===== config.mk =====
export PLATFORM = sky130hd
export DESIGN_NAME = supply_duty_regulator
export DESIGN_NICKNAME = d
export VERILOG_FILES = /design/src/rtl/sdr_pkg.sv /design/src/rtl/supply_duty_regulator.sv /design/src/rtl/sdr_step.sv
export SDC_FILE = /design/constraint.sdc
export NUM_CORES = 1
export LEC_CHECK = 0
export BUFFER_PORTS_ARGS = -buffer_cell sky130_fd_sc_hd__buf_2
export CORE_ASPECT_RATIO = 0.5
export CORE_MARGIN = 2
export CORE_UTILIZATION = 40
export DETAILED_ROUTE_END_ITERATION = 8
export SLEW_MARGIN = 0
export SYNTH_ARGS = -nofsm -noshare
export SYNTH_HDL_FRONTEND = slang
export SYNTH_HIERARCHICAL = 1
export SYNTH_SLANG_ARGS = --single-unit

===== constraint.sdc =====
create_clock -name clk -period 7.35 [get_ports clk]
set_input_delay 0.3675 -clock clk [delete_from_list [all_inputs] [get_ports clk]]
set_output_delay 0.3675 -clock clk [all_outputs]
set_load 0.02 [all_outputs]

===== src/rtl/sdr_pkg.sv =====
// Package for the supply duty regulator: field widths, payload structs, codes and reset values.
`default_nettype none

package sdr_pkg;

    localparam int DUTY_BITS   = 8;
    localparam int SAMPLE_BITS = 10;
    localparam int TEMP_BITS   = 12;
    localparam int CFG_IDX_BITS = 2;

    localparam logic [DUTY_BITS-1:0] DUTY_MAX = {DUTY_BITS{1'b1}};

    // Configuration register indexes.
    localparam logic [CFG_IDX_BITS-1:0] CFG_TARGET_VOLTAGE = 2'd0;
    localparam logic [CFG_IDX_BITS-1:0] CFG_TARGET_CURRENT = 2'd1;
    localparam logic [CFG_IDX_BITS-1:0] CFG_SHUTDOWN_TEMP  = 2'd2;
    localparam logic [CFG_IDX_BITS-1:0] CFG_FAN_TEMP       = 2'd3;

    // Reset values of the configuration registers.
    localparam logic [SAMPLE_BITS-1:0]      RST_TARGET_VOLTAGE = 10'd94;
    localparam logic [SAMPLE_BITS-1:0]      RST_TARGET_CURRENT = 10'd38;
    localparam logic signed [TEMP_BITS-1:0] RST_SHUTDOWN_TEMP  = 12'sd1120;
    localparam logic signed [TEMP_BITS-1:0] RST_FAN_TEMP       = 12'sd800;

    typedef enum logic [2:0] {
        ACT_NONE      = 3'd0,
        ACT_HALVE     = 3'd1,
        ACT_OVERCURR  = 3'd2,
        ACT_OVERTEMP  = 3'd3,
        ACT_OVERVOLT  = 3'd4,
        ACT_UNDERVOLT = 3'd5
    } action_t;

    typedef struct packed {
        logic [SAMPLE_BITS-1:0]      sample_code;
        logic signed [TEMP_BITS-1:0] temperature;
    } in_t;

    typedef struct packed {
        logic [DUTY_BITS-1:0] duty;
        logic                 alarm;
        logic                 fan_on;
        logic                 next_channel;
        action_t              action;
    } out_t;

    typedef struct packed {
        logic [SAMPLE_BITS-1:0]      target_voltage_code;
        logic [SAMPLE_BITS-1:0]      target_current_code;
        logic signed [TEMP_BITS-1:0] shutdown_temperature;
        logic signed [TEMP_BITS-1:0] fan_temperature;
    } cfg_t;

    typedef struct packed {
        logic                   measuring_voltage;
        logic [SAMPLE_BITS-1:0] current_code;
        logic [SAMPLE_BITS-1:0] voltage_code;
        logic [DUTY_BITS-1:0]   duty_level;
    } state_t;

endpackage

`default_nettype wire


===== src/rtl/supply_duty_regulator.sv =====
// Top level of the supply duty regulator: configuration registers, state and result buffering.
//
// Usage. Each input transfer on in_valid/in_stall carries one converter sample and the
// current heatsink temperature. Samples must alternate current, voltage, current, ...;
// out_data.next_channel tells the converter sequencer which channel to sample next.
// Every accepted input produces exactly one output transfer on out_valid/out_stall,
// carrying the new PWM duty, the alarm and fan flags and the rule that fired.
// An accepted item's result is registered in the output register, or in the skid register
// if that is held. Throughput is one item per cycle while in_stall is low, set by the single
// registered pass through the step logic between the state registers and the output register.
// When the receiver stalls, the output register holds its result and a second skid
// register takes one more result; in_stall is raised only while that skid register is
// full. Configuration writes on cfg_valid/cfg_ready are always taken (cfg_ready is
// tied high) and are meant to happen while the block is idle.
// Reset (rst_n low, asynchronous) restores the default targets and thresholds, clears
// the stored codes and the duty, selects the current channel first and empties both
// output registers.
`default_nettype none

module supply_duty_regulator (
    input  wire                                  clk,
    input  wire                                  rst_n,
    input  wire                                  in_valid,
    output logic                                 in_stall,
    input  sdr_pkg::in_t                         in_data,
    output logic                                 out_valid,
    input  wire                                  out_stall,
    output sdr_pkg::out_t                        out_data,
    input  wire                                  cfg_valid,
    output logic                                 cfg_ready,
    input  wire  [sdr_pkg::CFG_IDX_BITS-1:0]     cfg_index,
    input  wire  [sdr_pkg::TEMP_BITS-1:0]        cfg_data
);
    import sdr_pkg::*;

    cfg_t   cfg_reg;
    state_t state_reg;
    state_t state_next;
    out_t   step_result;
    out_t   out_reg;
    out_t   skid_reg;
    logic   out_valid_reg;
    logic   skid_valid_reg;
    logic   accept;
    logic   pop;

    // Configuration port: never back-pressures.
    assign cfg_ready = 1'b1;

    always_ff @(posedge clk or negedge rst_n)
    begin
        if (!rst_n)
        begin
            cfg_reg.target_voltage_code  <= RST_TARGET_VOLTAGE;
            cfg_reg.target_current_code  <= RST_TARGET_CURRENT;
            cfg_reg.shutdown_temperature <= RST_SHUTDOWN_TEMP;
            cfg_reg.fan_temperature      <= RST_FAN_TEMP;
        end
        else if (cfg_valid)
        begin
            case (cfg_index)
                CFG_TARGET_VOLTAGE: cfg_reg.target_voltage_code  <= cfg_data[SAMPLE_BITS-1:0];
                CFG_TARGET_CURRENT: cfg_reg.target_current_code  <= cfg_data[SAMPLE_BITS-1:0];
                CFG_SHUTDOWN_TEMP:  cfg_reg.shutdown_temperature <= cfg_data;
                CFG_FAN_TEMP:       cfg_reg.fan_temperature      <= cfg_data;
                default:            ;
            endcase
        end
    end

    // The whole regulation rule is one short combinational pass.
    sdr_step u_step (
        .state      (state_reg),
        .cfg        (cfg_reg),
        .item       (in_data),
        .state_next (state_next),
        .result     (step_result)
    );

    // Input is held off only while the skid register is occupied, which depends on
    // registered state alone.
    assign in_stall = skid_valid_reg;
    assign accept   = in_valid && !skid_valid_reg;
    assign pop      = out_valid_reg && !out_stall;

    always_ff @(posedge clk or negedge rst_n)
    begin
        if (!rst_n)
        begin
            state_reg <= '0;
        end
        else if (accept)
        begin
            state_reg <= state_next;
        end
    end

    // Output register plus skid register. A full skid register always drains into
    // the output register first, so results leave in the order they were made.
    always_ff @(posedge clk or negedge rst_n)
    begin
        if (!rst_n)
        begin
            out_valid_reg  <= 1'b0;
            skid_valid_reg <= 1'b0;
        end
        else if (skid_valid_reg)
        begin
            if (pop)
            begin
                skid_valid_reg <= 1'b0;
            end
        end
        else if (accept)
        begin
            if (out_valid_reg && !pop)
            begin
                skid_valid_reg <= 1'b1;
            end
            else
            begin
                out_valid_reg <= 1'b1;
            end
        end
        else if (pop)
        begin
            out_valid_reg <= 1'b0;
        end
    end

    // Payload registers need no reset.
    always_ff @(posedge clk)
    begin
        if (skid_valid_reg)
        begin
            if (pop)
            begin
                out_reg <= skid_reg;
            end
        end
        else if (accept)
        begin
            if (out_valid_reg && !pop)
            begin
                skid_reg <= step_result;
            end
            else
            begin
                out_reg <= step_result;
            end
        end
    end

    assign out_valid = out_valid_reg;
    assign out_data  = out_reg;

    // The skid register is only ever filled behind a waiting result.
    a_skid_behind_out: assert property (@(posedge clk) disable iff (!rst_n)
        skid_valid_reg |-> out_valid_reg)
        else $error("skid register full while output register empty");

    // A stalled output with an empty skid register must catch the next accepted item.
    a_skid_catches: assert property (@(posedge clk) disable iff (!rst_n)
        (accept && out_valid_reg && out_stall) |=> skid_valid_reg)
        else $error("accepted item lost behind a stalled output");

    // Channel selection alternates on every accepted item.
    a_channel_toggle: assert property (@(posedge clk) disable iff (!rst_n)
        accept |=> (state_reg.measuring_voltage != $past(state_reg.measuring_voltage)))
        else $error("channel did not alternate");

    // The alarm is raised exactly by the halve and overtemperature rules.
    a_alarm_rule: assert property (@(posedge clk) disable iff (!rst_n)
        out_valid_reg |-> (out_reg.alarm ==
            ((out_reg.action == ACT_HALVE) || (out_reg.action == ACT_OVERTEMP))))
        else $error("alarm disagrees with action");

endmodule

`default_nettype wire


===== src/rtl/sdr_step.sv =====
// Combinational regulation step: stores the sample, applies the priority rule, forms the result.
`default_nettype none

module sdr_step (
    input  sdr_pkg::state_t state,
    input  sdr_pkg::cfg_t   cfg,
    input  sdr_pkg::in_t    item,
    output sdr_pkg::state_t state_next,
    output sdr_pkg::out_t   result
);
    import sdr_pkg::*;

    logic [SAMPLE_BITS-1:0] cur;
    logic [SAMPLE_BITS-1:0] vol;
    logic [SAMPLE_BITS+1:0] cur_x2;
    logic [SAMPLE_BITS+1:0] tgt_x3;
    logic [DUTY_BITS-1:0]   duty_dec;
    logic [DUTY_BITS-1:0]   duty_inc;
    logic [DUTY_BITS-1:0]   duty_new;
    action_t                act;
    logic                   alarm;

    assign cur = state.measuring_voltage ? state.current_code : item.sample_code;
    assign vol = state.measuring_voltage ? item.sample_code : state.voltage_code;

    // Three times the limit needs two extra bits; twice the current fits the same width.
    assign cur_x2 = {1'b0, cur, 1'b0};
    assign tgt_x3 = {2'b00, cfg.target_current_code}
                  + {1'b0, cfg.target_current_code, 1'b0};

    assign duty_dec = (state.duty_level == '0) ? '0 : state.duty_level - 1'b1;
    assign duty_inc = (state.duty_level == DUTY_MAX) ? DUTY_MAX : state.duty_level + 1'b1;

    always_comb
    begin
        act      = ACT_NONE;
        alarm    = 1'b0;
        duty_new = state.duty_level;
        if (cur_x2 > tgt_x3)
        begin
            act      = ACT_HALVE;
            alarm    = 1'b1;
            duty_new = state.duty_level >> 1;
        end
        else if (cur > cfg.target_current_code)
        begin
            act      = ACT_OVERCURR;
            duty_new = duty_dec;
        end
        else if (item.temperature > cfg.shutdown_temperature)
        begin
            act      = ACT_OVERTEMP;
            alarm    = 1'b1;
            duty_new = duty_dec;
        end
        else if (vol > cfg.target_voltage_code)
        begin
            act      = ACT_OVERVOLT;
            duty_new = duty_dec;
        end
        else if (vol < cfg.target_voltage_code)
        begin
            act      = ACT_UNDERVOLT;
            duty_new = duty_inc;
        end
    end

    assign state_next.measuring_voltage = ~state.measuring_voltage;
    assign state_next.current_code      = cur;
    assign state_next.voltage_code      = vol;
    assign state_next.duty_level        = duty_new;

    assign result.duty         = duty_new;
    assign result.alarm        = alarm;
    assign result.fan_on       = item.temperature > cfg.fan_temperature;
    assign result.next_channel = ~state.measuring_voltage;
    assign result.action       = act;

endmodule

`default_nettype wire

==> reports/results.ini <==
[clock_tree]
cts_made_buffers=9
cts_tree=done
numClockSinks=103
root_buffer=clkbuf_16
postCtsSetupRepairBufs=0
clock_latency_ns=0.36
cts.clk_slew.worst_paths_ns=0.07
htreeDepth=3
clk_path_buf_depth=2

[worst_setup_path]
critical_path_required_ns=7.44
r2r_start=cfg_reg[24]
cp_max_fo=19
reg2reg_depth=14
critPathLaunchType=flip-flop
arrival_ns=4.46
end_kind=flip-flop
crit_start=cfg_reg[24]
crit_type=reg2reg

[logic_synthesis]
synth_warnings=6
postSynthAreaPerCell_um2=11.46
ys_async_sr_fraction=0.7282
synthCells=571
syn_area_um2=6544
synth-edff-count=28
netlist.area_leader.share=0.2333
syn-num-nets=679
synth_cell_types=67
synth_seq_cells=103
synthFlopType=dfrtp_1
yosysTopAreaCell=dfrtp_1
yosys-top-cells-area=dfrtp_1, mux2_2, edfxtp_1, ha_1, dfstp_2
yosysSeqAreaShare=0.4180

[placement]
gp_congestion=0.8157
placed_cell_area_um2=6943
dp_hpwl_um=10040
port_buffers=56
dpl.cell_count=823

[sta]
fin_skew_ns=0.01552
holdWs_ns=0.2605
clock.fmax_mhz=229.0
hold_violations=0
finalSetupTns_ns=0
tightestPinTransition_ns=1.098
period_share=0.5941
rsz0062_at_grt=no
maxSlewViolCount=0
period_needed_ns=4.367
maxSlewHeadroom=0.2582
setup_viol=0

[global_route]
groute.usage.overall=0.1650
grt_pass1_vias=4397
grt_max_degree=70
grt_pass1_wl_um=22210
gr-total-overflow=0
antenna_found_initial=0

[floorplanning]
die_area_um2=17460
initial_core_util=0.4169
std_cell_rows=32
die_h_um=94.44
die_w_um=184.9
core_um2=15700
io_pins=58

[hold_path]
hold_path.startpoint=cfg_data[10]
worstHoldPathCells=2
hp-class=in2reg

[routing]
wl_per_cell_um=15.74
detail_route.iter0.violations=174
drc=0
ant_nets=0
first_pass_iters=4
dr_total_vias=4332
avgViaCountPerCell=5.157
routed_wl_um=13230

[pwr]
p_leak_nw=3.237
p_per_area_nw_per_um2=407.2
ir_worst_vdd_uv=134.8

[final_layout]
multi_input_area_um2=3408
drive_gt1_frac=0.3425
largest_reg_flops=44
fillCellCount=1491
postLayoutCellArea_um2=7274
syn_to_final_growth_pct=11.17
instances_no_fill=840
nNetsFinal=722
diodes=0
regArea_um2=2735

[run]
maxCapViolCount=0

[status]
status=complete, no violations

logic make-up (layout without fill, tap and decap cells):
group	Yosys count	after routing	synth area share
AO/OA/AOI/OAI	85	85	0.09427
XOR/XNOR	13	13	0.01740
adder cells (fa/ha/maj)	67	67	0.1293
buffers and inverters	85	133	0.06118
flip-flops	103	103	0.4180
multiplexers	112	112	0.1925
other	1	1	0.0005731
AND/OR/NAND/NOR	105	105	0.08681
layout make-up:
type	count	area share
Timing Repair Buffer	61	0.04438
Clock buffer	9	0.03096
Clock inverter	7	0.01324
Sequential cell	103	0.3760
Inverter	56	0.02890
Tap cell	221	0.03801
Multi-Input combinational cell	383	0.4685
critical path, stage by stage (launching register included):
cell and delay (ns):
dfrtp_1 0.42, ha_1 0.25, fa_1 0.41, a21o_1 0.19, a21oi_2 0.17, o21ai_0 0.15
o41ai_2 0.43, xnor2_1 0.19, ha_1 0.28, a211oi_1 0.22, o21ai_0 0.11, o221a_2 0.28
o221ai_4 0.45, o2bb2a_2 0.30, mux2_2 0.26
cell usage after synthesis, types with 2 or more instances:
cell,count
a221oi_1,2
o211ai_1,3
and4_1,2
xor2_1,6
a211o_1,4
nor3_2,2
nor4b_1,2
inv_1,56
a21oi_1,22
o221a_2,2
a31oi_1,6
buf_4,18
a211oi_1,3
nor3_1,7
nand3b_1,2
o21ai_0,13
nand4_1,7
nand2b_1,3
buf_1,2
dfstp_2,14
mux2_2,105
a21o_1,6
edfxtp_1,28
nor2_1,24
buf_2,5
nor2b_1,5
xnor2_1,7
nand2_1,27
dfrtp_1,61
clkbuf_1,3
and3_1,5
mux2i_1,3
nand3_1,6
o21a_1,6
ha_1,66
mux2_1,3
or3_1,4
a41o_1,2
report_power, final:
part / internal, mW / switching (mW) / leakage (nW) / total, mW
sequential: 0.856 / 0.187 / 1.13 / 1.04
combinational: 0.681 / 0.722 / 1.95 / 1.40
clock: 0.300 / 0.216 / 0.160 / 0.516
total: 1.84 / 1.13 / 3.24 / 2.96
path summary, 6_finish.rpt:
check | slack, ns | endpoint
max | 2.98 | out_data[12]
min | 0.26 | cfg_reg[10]
min in group asynchronous | 0.36 | state_reg[5]
min reg2reg | 0.49 | state_reg[26]
max reg2reg | 2.98 | out_data[12]
max in group asynchronous | 5.87 | cfg_reg[14]
routing by layer:
| layer | share of wire | global-route usage | wire length (um) | up-vias |
|---|---|---|---|---|
| li1 | - | - | - | 2142 |
| met1 | 0.52 | 0.2335 | 6840 | 2109 |
| met2 | 0.43 | 0.2584 | 5730 | 70 |
| met3 | 0.042 | 0.03934 | 551 | 11 |
| met4 | 0.0078 | 0.03373 | 103 | 0 |
| met5 | 0 | 0 | 0 | - |
layout by cell type (no fill, tap or decap), types with 14 or more instances in the layout:
cell type    n
dfstp_2     14
ha_1        66
edfxtp_1    28
dfrtp_1     61
mux2_2     105
nor2_1      24
nand2_1     27
buf_2       55
a21oi_1     22
inv_1       56
per-stage QoR:
stage	total power, mW	setup slack, ns	utilization
3_3_place_gp	2.429	3.036	0.4424
5_1_grt	3.221	2.678	0.4635
3_5_place_dp	2.469	2.969	0.4424
4_1_cts	3.001	2.952	0.4635
2_1_floorplan	2.234	3.358	-
6_report	2.962	2.983	0.4635
timing repair:
| item | 4_1_cts | 5_1_grt |
|---|---|---|
| gates resized for setup | 0 | 0 |
| hold endpoints to repair | 6 | 0 |
| hold buffers | 1 | 0 |
(Power assumes the default switching activity.)
